===== config.mk =====
export PLATFORM = sky130hd
export DESIGN_NAME = volume_pot_controller_flat
export DESIGN_NICKNAME = d
export VERILOG_FILES = /design/src/rtl/core/vpc_pkg.sv /design/src/rtl/core/vpc_intf.sv /design/src/rtl/core/vpc_front.sv /design/src/rtl/core/vpc_queue.sv /design/src/rtl/core/vpc_back.sv /design/src/rtl/core/volume_pot_controller.sv /design/src/flat_wrapper.sv
export SDC_FILE = /design/constraint.sdc
export NUM_CORES = 1
export LEC_CHECK = 0
export ABC_CLOCK_PERIOD_IN_PS = 5300
export BUFFER_PORTS_ARGS = -buffer_cell sky130_fd_sc_hd__buf_2
export CAP_MARGIN = 25
export CORE_MARGIN = 4
export CORE_UTILIZATION = 55
export CTS_CLUSTER_SIZE = 40
export DETAILED_ROUTE_END_ITERATION = 8
export PLACE_DENSITY = 0.83
export SLEW_MARGIN = 25
export SYNTH_ARGS = -nofsm -noshare
export SYNTH_HDL_FRONTEND = slang
export SYNTH_SLANG_ARGS = --single-unit

===== constraint.sdc =====
create_clock -name clk -period 5.3 [get_ports clk]
set_input_delay 1.06 -clock clk [delete_from_list [all_inputs] [get_ports clk]]
set_output_delay 1.06 -clock clk [all_outputs]
set_load 0.005 [all_outputs]

===== src/rtl/core/vpc_pkg.sv =====
// shared types, codes and tables of the volume potentiometer controller
`default_nettype none

package vpc_pkg;

  localparam int DELAY_W = 10;
  localparam logic [DELAY_W-1:0] DELAY_RESET = 10'd500;

  localparam int NUM_LEVELS = 8;
  localparam logic [3:0] LVL_MAX = 4'(NUM_LEVELS - 1);

  // input event codes
  localparam logic [2:0] KIND_TICK      = 3'd0;
  localparam logic [2:0] KIND_ENABLE    = 3'd1;
  localparam logic [2:0] KIND_DISABLE   = 3'd2;
  localparam logic [2:0] KIND_SET_MODE  = 3'd3;
  localparam logic [2:0] KIND_SET_LEVEL = 3'd4;
  localparam logic [2:0] KIND_QUERY     = 3'd5;
  localparam logic [2:0] KIND_PRELOAD   = 3'd6;

  // result codes
  localparam logic [1:0] OUT_SPI    = 2'd0;
  localparam logic [1:0] OUT_STORE  = 2'd1;
  localparam logic [1:0] OUT_REPORT = 2'd2;

  // pot command bytes
  localparam logic [7:0] SPI_TCON     = 8'h40;
  localparam logic [7:0] SPI_SHUTDOWN = 8'h07;
  localparam logic [7:0] SPI_WAKE     = 8'h0F;

  typedef enum logic [1:0] {
    POT_NONE,
    POT_SHUT,
    POT_WIPER,
    POT_WIPER_ON
  } pot_op_t;

  typedef enum logic [1:0] {
    TAIL_NONE,
    TAIL_STORE,
    TAIL_REPORT
  } tail_t;

  // one classified event: an optional pot frame first, then an optional store or report
  typedef struct packed {
    pot_op_t    pot_op;
    logic [2:0] pot_lvl;
    tail_t      tail;
    logic [1:0] tail_mode;
    logic [3:0] tail_level;
  } cmd_t;

  function automatic logic [8:0] wiper_pos(input logic [2:0] lvl);
    logic [8:0] w;
    unique case (lvl)
      3'd0:    w = 9'd0;
      3'd1:    w = 9'd0;
      3'd2:    w = 9'd12;
      3'd3:    w = 9'd28;
      3'd4:    w = 9'd64;
      3'd5:    w = 9'd104;
      3'd6:    w = 9'd160;
      3'd7:    w = 9'd256;
      default: w = 9'd0;
    endcase
    return w;
  endfunction

endpackage

`default_nettype wire


===== src/rtl/core/vpc_intf.sv =====
// request and result channel interfaces of the volume potentiometer controller
`default_nettype none

interface vpc_item_if;
  logic       valid;
  logic       ready;
  logic [2:0] kind;
  logic [1:0] mode;
  logic [3:0] level;

  modport source (output valid, output kind, output mode, output level, input ready);
  modport sink   (input valid, input kind, input mode, input level, output ready);
endinterface

interface vpc_result_if;
  logic       valid;
  logic       ready;
  logic [1:0] out_kind;
  logic [7:0] spi_byte;
  logic       frame_end;
  logic [1:0] store_mode;
  logic [3:0] level_value;
  logic       last;

  modport source (output valid, output out_kind, output spi_byte, output frame_end,
                  output store_mode, output level_value, output last, input ready);
  modport sink   (input valid, input out_kind, input spi_byte, input frame_end,
                  input store_mode, input level_value, input last, output ready);
endinterface

`default_nettype wire


===== src/rtl/core/vpc_front.sv =====
// front end: accepts requests, keeps the controller state, classifies into commands
`default_nettype none

module vpc_front #(
  parameter int NUM_MODES = 4
) (
  input  wire logic                   clk,
  input  wire logic                   rst,
  input  wire logic                   cfg_we,
  input  wire logic [vpc_pkg::DELAY_W-1:0] cfg_wdata,
  vpc_item_if.sink                    item,
  output logic                        push_valid,
  input  wire logic                   push_ready,
  output vpc_pkg::cmd_t               push_cmd
);
  import vpc_pkg::*;

  localparam int MW = (NUM_MODES > 1) ? $clog2(NUM_MODES) : 1;

  logic [DELAY_W-1:0] store_delay;
  logic               enabled, enabled_next;
  logic [3:0]         pot_level, pot_level_next;
  logic [1:0]         active_mode, active_mode_next;
  logic               store_pending, store_pending_next;
  logic [1:0]         pending_mode, pending_mode_next;
  logic [3:0]         pending_level, pending_level_next;
  logic [DELAY_W-1:0] countdown, countdown_next;
  logic [3:0]         stored_levels [NUM_MODES];

  logic       accept;
  logic       mode_ok;
  logic [1:0] rd_mode;
  logic [3:0] eff_level;
  logic       wr_en;
  logic [1:0] wr_mode;
  logic [3:0] wr_level;
  logic       pot_do;
  logic [3:0] pot_tgt;
  logic [3:0] pot_clamped;
  cmd_t       cmd;

  assign accept  = item.valid && push_ready;
  assign item.ready = push_ready;
  assign mode_ok = (int'(item.mode) < NUM_MODES);

  // effective level of the addressed mode: a pending store wins over the mirror
  assign rd_mode   = (item.kind == KIND_ENABLE) ? active_mode : item.mode;
  assign eff_level = (store_pending && rd_mode == pending_mode) ? pending_level
                                                               : stored_levels[MW'(rd_mode)];

  always_comb begin
    enabled_next       = enabled;
    active_mode_next   = active_mode;
    store_pending_next = store_pending;
    pending_mode_next  = pending_mode;
    pending_level_next = pending_level;
    countdown_next     = countdown;
    pot_level_next     = pot_level;
    wr_en    = 1'b0;
    wr_mode  = pending_mode;
    wr_level = pending_level;
    pot_do   = 1'b0;
    pot_tgt  = 4'd0;
    cmd.pot_op     = POT_NONE;
    cmd.pot_lvl    = 3'd0;
    cmd.tail       = TAIL_NONE;
    cmd.tail_mode  = 2'd0;
    cmd.tail_level = 4'd0;

    unique case (item.kind)
      KIND_TICK: begin
        if (store_pending) begin
          if (countdown <= DELAY_W'(1)) begin
            countdown_next     = '0;
            store_pending_next = 1'b0;
            wr_en              = 1'b1;
            cmd.tail           = TAIL_STORE;
            cmd.tail_mode      = pending_mode;
            cmd.tail_level     = pending_level;
          end else begin
            countdown_next = countdown - DELAY_W'(1);
          end
        end
      end
      KIND_ENABLE: begin
        enabled_next = 1'b1;
        pot_do       = 1'b1;
        pot_tgt      = eff_level;
      end
      KIND_DISABLE: begin
        enabled_next = 1'b0;
        pot_do       = 1'b1;
        pot_tgt      = 4'd0;
      end
      KIND_SET_MODE: begin
        if (mode_ok && item.mode != active_mode) begin
          active_mode_next = item.mode;
          pot_do           = enabled;
          pot_tgt          = eff_level;
        end
      end
      KIND_SET_LEVEL: begin
        if (mode_ok) begin
          pot_do  = enabled && item.mode == active_mode;
          pot_tgt = item.level;
          // a pending store of another mode is flushed right away
          if (store_pending && item.mode != pending_mode) begin
            wr_en          = 1'b1;
            cmd.tail       = TAIL_STORE;
            cmd.tail_mode  = pending_mode;
            cmd.tail_level = pending_level;
          end
          pending_mode_next  = item.mode;
          pending_level_next = item.level;
          countdown_next     = store_delay;
          store_pending_next = 1'b1;
        end
      end
      KIND_QUERY: begin
        if (mode_ok) begin
          cmd.tail       = TAIL_REPORT;
          cmd.tail_level = eff_level;
        end
      end
      KIND_PRELOAD: begin
        if (mode_ok) begin
          wr_en    = 1'b1;
          wr_mode  = item.mode;
          wr_level = item.level;
        end
      end
      default: ;
    endcase

    // pot sees the clamped level only, and only when it changes
    pot_clamped = (pot_tgt > LVL_MAX) ? LVL_MAX : pot_tgt;
    if (pot_do && pot_clamped != pot_level) begin
      pot_level_next = pot_clamped;
      cmd.pot_lvl    = pot_clamped[2:0];
      if (pot_clamped == 4'd0) begin
        cmd.pot_op = POT_SHUT;
      end else if (pot_level == 4'd0) begin
        cmd.pot_op = POT_WIPER_ON;
      end else begin
        cmd.pot_op = POT_WIPER;
      end
    end
  end

  assign push_valid = accept && (cmd.pot_op != POT_NONE || cmd.tail != TAIL_NONE);
  assign push_cmd   = cmd;

  always_ff @(posedge clk) begin
    if (rst) begin
      store_delay   <= DELAY_RESET;
      enabled       <= 1'b0;
      pot_level     <= 4'd15;
      active_mode   <= 2'd0;
      store_pending <= 1'b0;
      pending_mode  <= 2'd0;
      pending_level <= 4'd0;
      countdown     <= '0;
      for (int i = 0; i < NUM_MODES; i++) begin
        stored_levels[i] <= 4'd0;
      end
    end else begin
      if (cfg_we) begin
        store_delay <= cfg_wdata;
      end
      if (accept) begin
        enabled       <= enabled_next;
        pot_level     <= pot_level_next;
        active_mode   <= active_mode_next;
        store_pending <= store_pending_next;
        pending_mode  <= pending_mode_next;
        pending_level <= pending_level_next;
        countdown     <= countdown_next;
        if (wr_en) begin
          stored_levels[MW'(wr_mode)] <= wr_level;
        end
      end
    end
  end

endmodule

`default_nettype wire


===== src/rtl/core/vpc_queue.sv =====
// two-entry command queue between front and back
`default_nettype none

module vpc_queue (
  input  wire logic          clk,
  input  wire logic          rst,
  input  wire logic          push_valid,
  output logic               push_ready,
  input  vpc_pkg::cmd_t      push_cmd,
  output logic               pop_valid,
  input  wire logic          pop_ready,
  output vpc_pkg::cmd_t      pop_cmd
);
  import vpc_pkg::*;

  localparam int DEPTH = 2;
  localparam int PW    = $clog2(DEPTH);

  cmd_t          entries [DEPTH];
  logic [PW-1:0] wr_ptr;
  logic [PW-1:0] rd_ptr;
  logic [PW:0]   count;
  logic          do_push;
  logic          do_pop;

  assign push_ready = (count != (PW+1)'(DEPTH));
  assign pop_valid  = (count != '0);
  assign pop_cmd    = entries[rd_ptr];
  assign do_push    = push_valid && push_ready;
  assign do_pop     = pop_valid && pop_ready;

  always_ff @(posedge clk) begin
    if (do_push) begin
      entries[wr_ptr] <= push_cmd;
    end
  end

  always_ff @(posedge clk) begin
    if (rst) begin
      wr_ptr <= '0;
      rd_ptr <= '0;
      count  <= '0;
    end else begin
      if (do_push) begin
        wr_ptr <= wr_ptr + PW'(1);
      end
      if (do_pop) begin
        rd_ptr <= rd_ptr + PW'(1);
      end
      if (do_push && !do_pop) begin
        count <= count + (PW+1)'(1);
      end else if (do_pop && !do_push) begin
        count <= count - (PW+1)'(1);
      end
    end
  end

endmodule

`default_nettype wire


===== src/rtl/core/vpc_back.sv =====
// back end: expands one command into its result sequence, one result per cycle while the result channel is not stalled
`default_nettype none

module vpc_back (
  input  wire logic     clk,
  input  wire logic     rst,
  input  wire logic     pop_valid,
  output logic          pop_ready,
  input  vpc_pkg::cmd_t pop_cmd,
  vpc_result_if.source  result
);
  import vpc_pkg::*;

  logic [2:0] step;
  logic [2:0] n_pot;
  logic [2:0] n_total;
  logic       fire;
  logic       is_last;
  logic [8:0] wiper;
  logic [1:0] r_kind;
  logic [7:0] r_byte;
  logic       r_fend;
  logic [1:0] r_mode;
  logic [3:0] r_level;

  always_comb begin
    case (pop_cmd.pot_op)
      POT_SHUT, POT_WIPER: n_pot = 3'd2;
      POT_WIPER_ON:        n_pot = 3'd4;
      default:             n_pot = 3'd0;
    endcase
  end

  assign n_total = n_pot + ((pop_cmd.tail != TAIL_NONE) ? 3'd1 : 3'd0);
  assign is_last = (step == n_total - 3'd1);
  assign wiper   = wiper_pos(pop_cmd.pot_lvl);
  assign fire    = pop_valid && (!result.valid || result.ready);
  assign pop_ready = fire && is_last;

  always_comb begin
    r_kind  = OUT_SPI;
    r_byte  = 8'd0;
    r_fend  = 1'b0;
    r_mode  = 2'd0;
    r_level = 4'd0;
    if (step < n_pot) begin
      if (pop_cmd.pot_op == POT_SHUT) begin
        r_byte = (step == 3'd0) ? SPI_TCON : SPI_SHUTDOWN;
        r_fend = (step == 3'd1);
      end else begin
        case (step)
          3'd0:    r_byte = {7'd0, wiper[8]};
          3'd1:    r_byte = wiper[7:0];
          3'd2:    r_byte = SPI_TCON;
          default: r_byte = SPI_WAKE;
        endcase
        r_fend = (step == n_pot - 3'd1);
      end
    end else if (pop_cmd.tail == TAIL_STORE) begin
      r_kind  = OUT_STORE;
      r_mode  = pop_cmd.tail_mode;
      r_level = pop_cmd.tail_level;
    end else begin
      r_kind  = OUT_REPORT;
      r_level = pop_cmd.tail_level;
    end
  end

  always_ff @(posedge clk) begin
    if (fire) begin
      result.out_kind    <= r_kind;
      result.spi_byte    <= r_byte;
      result.frame_end   <= r_fend;
      result.store_mode  <= r_mode;
      result.level_value <= r_level;
      result.last        <= is_last;
    end
  end

  always_ff @(posedge clk) begin
    if (rst) begin
      result.valid <= 1'b0;
      step         <= 3'd0;
    end else begin
      if (fire) begin
        result.valid <= 1'b1;
        step         <= is_last ? 3'd0 : step + 3'd1;
      end else if (result.ready) begin
        result.valid <= 1'b0;
      end
    end
  end

`ifndef SYNTHESIS
  a_step_in_range: assert property (@(posedge clk) disable iff (rst)
    pop_valid |-> (step < n_total))
    else $error("result step beyond command length");

  a_spi_no_store_fields: assert property (@(posedge clk) disable iff (rst)
    (result.valid && result.out_kind == OUT_SPI) |->
      (result.store_mode == 2'd0 && result.level_value == 4'd0))
    else $error("spi byte carries store fields");

  a_frame_end_on_spi: assert property (@(posedge clk) disable iff (rst)
    (result.valid && result.frame_end) |-> (result.out_kind == OUT_SPI))
    else $error("frame end on a non-spi result");

  a_step_clears_on_pop: assert property (@(posedge clk) disable iff (rst)
    (pop_valid && pop_ready) |=> (step == 3'd0))
    else $error("step not cleared after command done");
`endif

endmodule

`default_nettype wire


===== src/rtl/core/volume_pot_controller.sv =====
// top level of the volume potentiometer controller
`default_nettype none

// Volume potentiometer controller. Each request (tick, enable, disable, set
// mode, set level, query level, preload stored level) is taken by the front
// end: it updates the enable flag, active mode, potentiometer level, the
// per-mode level mirror and the single deferred store with its tick countdown,
// and turns the request into a compact command. A two-entry queue hands
// commands to the back end, which emits results one per cycle when not stalled:
// SPI bytes (frame_end marks the byte after which chip select rises), store
// requests and level reports, with last set on the final result of a request. A
// request that gives no result leaves nothing in the queue. The front takes a
// request every cycle while the queue has room; a request gives up to five
// results (four SPI bytes plus a store request), so the sustained rate is set
// by the back end's result count. Levels above the top wiper step are kept and
// reported in full but clamped at the pot. The store delay register (reset 500
// ticks, zero acts as one) is to be written through cfg_we/cfg_wdata only while
// the block is idle; the block does not enforce this. After reset the pot level
// counts as unknown, so a first disable still sends a shutdown frame.
module volume_pot_controller #(
  parameter int NUM_MODES = 4
) (
  input  wire logic                        clk,
  input  wire logic                        rst,
  input  wire logic                        cfg_we,
  input  wire logic [vpc_pkg::DELAY_W-1:0] cfg_wdata,
  vpc_item_if.sink                         item,
  vpc_result_if.source                     result
);
  import vpc_pkg::*;

  // front to queue
  logic push_valid;
  logic push_ready;
  cmd_t push_cmd;

  // queue to back
  logic pop_valid;
  logic pop_ready;
  cmd_t pop_cmd;

  // classify requests and keep all controller state
  vpc_front #(
    .NUM_MODES (NUM_MODES)
  ) u_front (
    .clk        (clk),
    .rst        (rst),
    .cfg_we     (cfg_we),
    .cfg_wdata  (cfg_wdata),
    .item       (item),
    .push_valid (push_valid),
    .push_ready (push_ready),
    .push_cmd   (push_cmd)
  );

  // decouples request intake from result delivery
  vpc_queue u_queue (
    .clk        (clk),
    .rst        (rst),
    .push_valid (push_valid),
    .push_ready (push_ready),
    .push_cmd   (push_cmd),
    .pop_valid  (pop_valid),
    .pop_ready  (pop_ready),
    .pop_cmd    (pop_cmd)
  );

  // serialize each command into its results, registered output
  vpc_back u_back (
    .clk       (clk),
    .rst       (rst),
    .pop_valid (pop_valid),
    .pop_ready (pop_ready),
    .pop_cmd   (pop_cmd),
    .result    (result)
  );

endmodule

`default_nettype wire

===== src/flat_wrapper.sv =====
// flat-port wrapper written by rule: the top's interface ports become plain ports
module volume_pot_controller_flat import vpc_pkg::*;
#(
  parameter int NUM_MODES = 4
)
  (clk, rst, cfg_we, cfg_wdata, item_valid, item_kind, item_mode, item_level, item_ready, result_valid, result_out_kind, result_spi_byte, result_frame_end, result_store_mode, result_level_value, result_last, result_ready);
  vpc_item_if item_i ();
  vpc_result_if result_i ();
  input  wire logic clk;
  input  wire logic rst;
  input  wire logic cfg_we;
  input  wire logic [vpc_pkg::DELAY_W-1:0] cfg_wdata;
  input wire logic [$bits(item_i.valid)-1:0] item_valid;
  input wire logic [$bits(item_i.kind)-1:0] item_kind;
  input wire logic [$bits(item_i.mode)-1:0] item_mode;
  input wire logic [$bits(item_i.level)-1:0] item_level;
  output wire logic [$bits(item_i.ready)-1:0] item_ready;
  output wire logic [$bits(result_i.valid)-1:0] result_valid;
  output wire logic [$bits(result_i.out_kind)-1:0] result_out_kind;
  output wire logic [$bits(result_i.spi_byte)-1:0] result_spi_byte;
  output wire logic [$bits(result_i.frame_end)-1:0] result_frame_end;
  output wire logic [$bits(result_i.store_mode)-1:0] result_store_mode;
  output wire logic [$bits(result_i.level_value)-1:0] result_level_value;
  output wire logic [$bits(result_i.last)-1:0] result_last;
  input wire logic [$bits(result_i.ready)-1:0] result_ready;
  assign item_i.valid = item_valid;
  assign item_i.kind = item_kind;
  assign item_i.mode = item_mode;
  assign item_i.level = item_level;
  assign item_ready = item_i.ready;
  assign result_valid = result_i.valid;
  assign result_out_kind = result_i.out_kind;
  assign result_spi_byte = result_i.spi_byte;
  assign result_frame_end = result_i.frame_end;
  assign result_store_mode = result_i.store_mode;
  assign result_level_value = result_i.level_value;
  assign result_last = result_i.last;
  assign result_i.ready = result_ready;
  volume_pot_controller #(.NUM_MODES(NUM_MODES)) u_core (.clk(clk), .rst(rst), .cfg_we(cfg_we), .cfg_wdata(cfg_wdata), .item(item_i), .result(result_i));
endmodule

Word-level counts from Yosys, hierarchy flattened
Memories as Yosys holds them, arrays and structs flattened. A register that Yosys moved wholly into a read port is not among the register bits. Cells that the tools add are included.

$add $sub $neg: 9. $lt $le $gt $ge: 3. Equal/unequal tests: 21. Mux-type cells: 54. Bitwise logic cells: 1. Reduce and logical (&&, ||, !) cells: 39.

Operator list (number): $mux W7 (4); $pmux W4 S3 (2); $pmux W8 S3 (1); $mux W1 (22); $mux W10 (2); $mux W4 (5); $pmux W10 S2 (1); $reduce_bool A2 Y1 (8); $mux W2 (7); $logic_and A1 B1 Y1 (12); $le A10 B1 Y1 const B (1); $sub A10 B1 Y10 const B (1); $eq A3 B2 Y1 const B (3); $eq A3 B3 Y1 const B (3); $logic_not A4 Y1 (2); $mux W8 (1); $reduce_and A2 Y1 (4); $eq A3 B1 Y1 const B (2); $eq A3 B3 Y1 (2); $logic_not A3 Y1 (2); $pmux W1 S3 (2); $pmux W2 S3 (1); $pmux W3 S2 (1); $reduce_and A3 Y1 (2); other kinds (23) (36).

Flip-flop bits (word level): 60. Bits in writable memories: 42. ROM bits: 56. Input bits: 24. Output and inout bits: 20. Logic and storage cells: 149. Memories kept: 3.

Memories: (name not given) (words 8, width 7, read ports 1, clocked after memory_dff 0, wr ports 0, RTL line vpc_pkg.sv:55) `unique case (lvl)`; u_core.u_queue.entries (words 2, width 13, read ports 1, clocked after memory_dff 1, wr ports 1, RTL line vpc_queue.sv:19) `cmd_t entries [DEPTH];`; u_core.u_front.stored_levels (words 4, width 4, read ports 1, clocked after memory_dff 0, wr ports 4, RTL line vpc_front.sv:28) `logic [3:0] stored_levels [NUM_MODES];`.

Depth between registers and ports, before layout
Depth after elaboration: 20. Gate-level depth with buffers: 15. Depth with buffers taken out: 13.

Cells and area by module
Synthesis repeated with hierarchy kept, for this count alone.

Cells, all modules: 547. Area total of the unflattened synthesis: 5671.7 um^2.

By module, submodules not included: vpc_front (instances 1, cells an instance 375, area an instance 3246.9 um^2, sequential area each 1161.1 um^2); vpc_back (instances 1, cells an instance 108, area an instance 1262.5 um^2, sequential area each 620.6 um^2); vpc_queue (instances 1, cells an instance 64, area an instance 1162.4 um^2, sequential area each 880.8 um^2).

Worst setup path after synthesis
No wires, ideal clock.

Kind: input to register. Start: in item_kind[1]. End: reg u_core.u_queue.count[1]. Library setup time: 0.070 ns. Arrival time: 4.178 ns. Required time: 5.230 ns. Setup slack: 1.051 ns. Stages on the path: 13. Path buffers: 3. Path through: buf_6 or3b_1 buf_6 o311a_4 or3_1 a32o_1 buf_6 nor2_1 a221oi_1 or3_1 ha_1 or3_1 a21oi_1.

Longest elaborated chain between the ends: 19. Elaborated cells between the ends (all ways): 33. Those cells by class: order compare: 1; eq/ne: 7; mux: 10; reduce/logical: 14; memory: 1.

RTL lines: start: declaration (RTL line flat_wrapper.sv:14) `input wire logic [$bits(item_i.kind)-1:0] item_kind;`; parallel branches: the longest is 13 deep, another holds $mem_v2 Z4 W4; $logic_or A1 B1 Y1 (*) (RTL line vpc_front.sv:150) `assign push_valid = accept && (cmd.pot_op != POT_NONE || cmd.tail != TAIL_NONE);`; $logic_and A1 B1 Y1 (*) (RTL line vpc_front.sv:150); $logic_and A1 B1 Y1 (*) (RTL line vpc_queue.sv:29) `assign do_push = push_valid && push_ready;`; via u_core.u_queue.do_push (RTL line vpc_queue.sv:23) `logic do_push;`; $logic_not A1 Y1 (RTL line vpc_queue.sv:52) `end else if (do_pop && !do_push) begin`; $logic_and A1 B1 Y1 (RTL line vpc_queue.sv:52); $reduce_bool A2 Y1 (no line); end signal: assignment (RTL line vpc_queue.sv:51) `count <= count + (PW+1)'(1);`; end signal: assignment (RTL line vpc_queue.sv:53) `count <= count - (PW+1)'(1);`; end: declaration (RTL line vpc_queue.sv:22) `logic [PW:0] count;`.

Mark *: on every way through the listed nets, which the timed path passes. A chain may end at the register's enable or synchronous reset.

Worst setup path after layout
Start: in item_kind[2]. End: reg u_core.u_queue.count[1].

Same word-level chain as after synthesis.

==> impl_metrics.env <==
export IMPL_ys_dominant_reg_cell="edfxtp_1"
export IMPL_syn_nets=557
export IMPL_gp_congestion=0.911
export IMPL_hpwlAfterDp_um=7270
export IMPL_wl_um=10200
export IMPL_synth_xor_area_share_pct=2.81
export IMPL_rows=35
export IMPL_multi_input_area_sq_mm=0.00243
export IMPL_yosysSeqAreaShare_pct=50.3
export IMPL_diodes=0
export IMPL_synthSimpleGateAreaFrac_pct=16.8
export IMPL_drtPass1Iterations=5
export IMPL_power_density_mw_per_mm2=388
export IMPL_cts_path_max_buffers=2
export IMPL_grt_pass1_vias=3692
export IMPL_skew_ns=0.0136
export IMPL_area_growth_pct=9.21
export IMPL_cp_max_fo=21
export IMPL_worst_pin_slew_ns=0.900
export IMPL_hold_viol=0
export IMPL_die_area_sq_mm=0.0113
export IMPL_antenna_found_initial=0
export IMPL_grt_pass1_wl_um=17400
export IMPL_synth_top_family_by_area="simple AND/OR/NAND/NOR gates"
export IMPL_drive_above_1_share_pct=14.3
export IMPL_cts_tree="yes"
export IMPL_synth_top_cell_area_share_pct=34.0
export IMPL_p_total_mw=2.25
export IMPL_setup_violations=0
export IMPL_regArea_sq_mm=0.00266
export IMPL_finalCritPeriodShare_pct=82.4
export IMPL_first_iter_violations=291
export IMPL_ir_drop_mv=0.174
export IMPL_yosys_area_share_adder_pct=3.78
export IMPL_slew_violations=0
export IMPL_core_area_sq_mm=0.00933
export IMPL_clk_latency_ns=0.37
export IMPL_syn_area_sq_mm=0.00530
export IMPL_synth_most_common_cell="nor2_1"
export IMPL_h_tree_depth=3
export IMPL_drc=0
export IMPL_worstPathRequired_ns=5.59
export IMPL_nNetsFinal=586
export IMPL_grt_max_degree=50
export IMPL_clk_pin_slew_ns=0.10
export IMPL_die_h_um=106
export IMPL_num_io_pins=44
export IMPL_cap_violations=0
export IMPL_ys_ff_latch=103
export IMPL_cts_resized=0
export IMPL_start_util_pct=56.8
export IMPL_vias=3907
export IMPL_cts_num_sinks=103
export IMPL_yosys_top_cells_area="edfxtp_1, dfxtp_1, mux2i_1"
export IMPL_gr_total_overflow=0
export IMPL_critPathArrivalTime_ns=4.66
export IMPL_postCtsHoldBufs=0
export IMPL_setup_worst_path_class="in2reg"
export IMPL_synth_compound_area_share_pct=14.1
export IMPL_p_leak_nw=2.15
export IMPL_cts_root_buf="clkbuf_8"
export IMPL_hold_path_class="reg2reg"
export IMPL_max_freq_mhz=229
export IMPL_vias_per_cell=5.75
export IMPL_synthArstFlopShare_pct=0
export IMPL_synth_mux_area_share_pct=8.34
export IMPL_avgRoutedWirePerCell_um=14.9
export IMPL_crit_path_end_kind="register"
export IMPL_max_slew_margin_rel_pct=39.5
export IMPL_ant_nets=0
export IMPL_netlist_instances=517
export IMPL_layout_min_cycle_time_ns=4.37
export IMPL_synth_common_cells="nor2_1, edfxtp_1, nand2_1"
export IMPL_post_synth_top_area_cell="edfxtp_1"
export IMPL_cts_setup_buffers=0
export IMPL_dieWidth_um=106
export IMPL_rsz0062_at_grt="no"
export IMPL_finalCoreUtilization_pct=62.0
export IMPL_fillCellCount=756
export IMPL_synth_cell_types=54
export IMPL_syn_area_per_cell_sq_um=10.2
export IMPL_synth_edf_count=60
export IMPL_synth_warnings=0
export IMPL_cts_buffers_inserted=9
export IMPL_grt_usage_pct=18.8
export IMPL_io_buffers=43
export IMPL_setup_tns_final_ns=0
export IMPL_start_kind="input pin"
export IMPL_outcome="completed"
==> stage by stage <==
stage	instances	hold WS (ns)	area, sq um	setup slack [ns]
3_3_place_gp	664	0.458	5570	0.766
6_report	680	0.495	5790	0.934
5_1_grt	680	0.521	5790	0.694
2_1_floorplan	517	0.441	5300	1.05
4_1_cts	680	0.493	5790	1.00
3_5_place_dp	664	0.474	5570	0.653
==> worst max-delay path, stage by stage <==
cell and delay [ns]:
buf_2 0.20, nor3b_1 0.49, mux2i_1 0.28, xnor2_1 0.20
or3_1 0.40, a32o_1 0.39, nor2_1 0.26, a221oi_1 0.14
or3_1 0.36, ha_1 0.34, or3_1 0.38, a21oi_1 0.14
==> where the power goes <==
part / total [mW] / switching [mW] / internal [mW]
sequential: 1.08 / 0.0710 / 1.00
clock: 0.542 / 0.275 / 0.267
combinational: 0.630 / 0.365 / 0.265
==> final timing paths <==
check,start,end,slack (ns),cells past startpoint
setup reg to reg,u_core.u_front.active_mode[0]$_SDFFE_PP0P_,u_core.u_queue.count[1]$_SDFFE_PP0P_,1.67,10
hold / removal,u_core.u_front.enabled$_SDFFE_PP0P_,u_core.u_front.enabled$_SDFFE_PP0P_,0.49,2
hold reg to reg,u_core.u_front.enabled$_SDFFE_PP0P_,u_core.u_front.enabled$_SDFFE_PP0P_,0.49,2
setup / recovery,item_kind[2],u_core.u_queue.count[1]$_SDFFE_PP0P_,0.93,12
==> cell type report <==
class | count | area share (%)
inverter | 24 | 1.56
timing repair buffer | 44 | 3.85
multi-input combinational | 364 | 42.0
sequential | 103 | 46.0
clock buffer | 9 | 2.14
clock inverter | 7 | 1.64
tap | 129 | 2.79
==> layer usage <==
| layer | GRT usage, % | up-vias | wire length, um |
|---|---|---|---|
| met5 | 0 | - | 0 |
| li1 | - | 1914 | - |
| met3 | 3.70 | 19 | 603 |
| met1 | 24.9 | 1844 | 4400 |
| met4 | 7.12 | 0 | 221 |
| met2 | 30.7 | 130 | 4930 |
==> layout by cell type (no fill, tap or decap), types with 3 or more instances in the layout <==
cell,instances
clkbuf_8,9
o21ai_0,26
a311oi_1,3
or2_2,3
nor3b_1,5
buf_2,43
xnor2_1,13
a32o_1,4
mux4_2,8
ha_1,16
edfxtp_1,60
o211ai_1,7
nand2b_1,10
nor3_1,12
and2_1,5
mux2i_1,25
xor2_1,4
a21oi_1,26
nor2_1,65
a211o_1,7
nand2_1,45
a22oi_1,3
dfxtp_1,43
or3_1,6
a211oi_1,6
nor2b_1,10
nand3_1,15
inv_1,24
a21o_1,4
o31ai_1,6
==> registers in the layout, indices dropped and copies added, names as in the netlist, named ones only <==
name	flops
u_core.u_back.result.frame_end	1
u_core.u_back.result.last	1
u_core.u_back.result.level_value	4
u_core.u_back.result.out_kind	2
u_core.u_back.result.spi_byte	8
u_core.u_back.result.store_mode	2
u_core.u_back.result.valid	1
u_core.u_back.step	3
u_core.u_front.active_mode	2
u_core.u_front.countdown	10
u_core.u_front.enabled	1
u_core.u_front.pending_level	4
u_core.u_front.pending_mode	2
u_core.u_front.pot_level	4
u_core.u_front.store_delay	10
u_core.u_front.store_pending	1
u_core.u_front.stored_levels	16
u_core.u_queue.count	2
u_core.u_queue.entries	26
u_core.u_queue.rd_ptr	1
u_core.u_queue.wr_ptr	1
==> cell families (layout without fill, tap and decap cells) <==
logic type                 Yosys count  after routing
and+or+nand+nor                    188            188
AOI/OAI and AO/OA                  109            109
DFF                                103            103
buffers and inverters               50             84
muxes                               34             34
xor gates and xnor gates            17             17
adders and majority gates           16             16
Power figures use the tool's default switching activity.
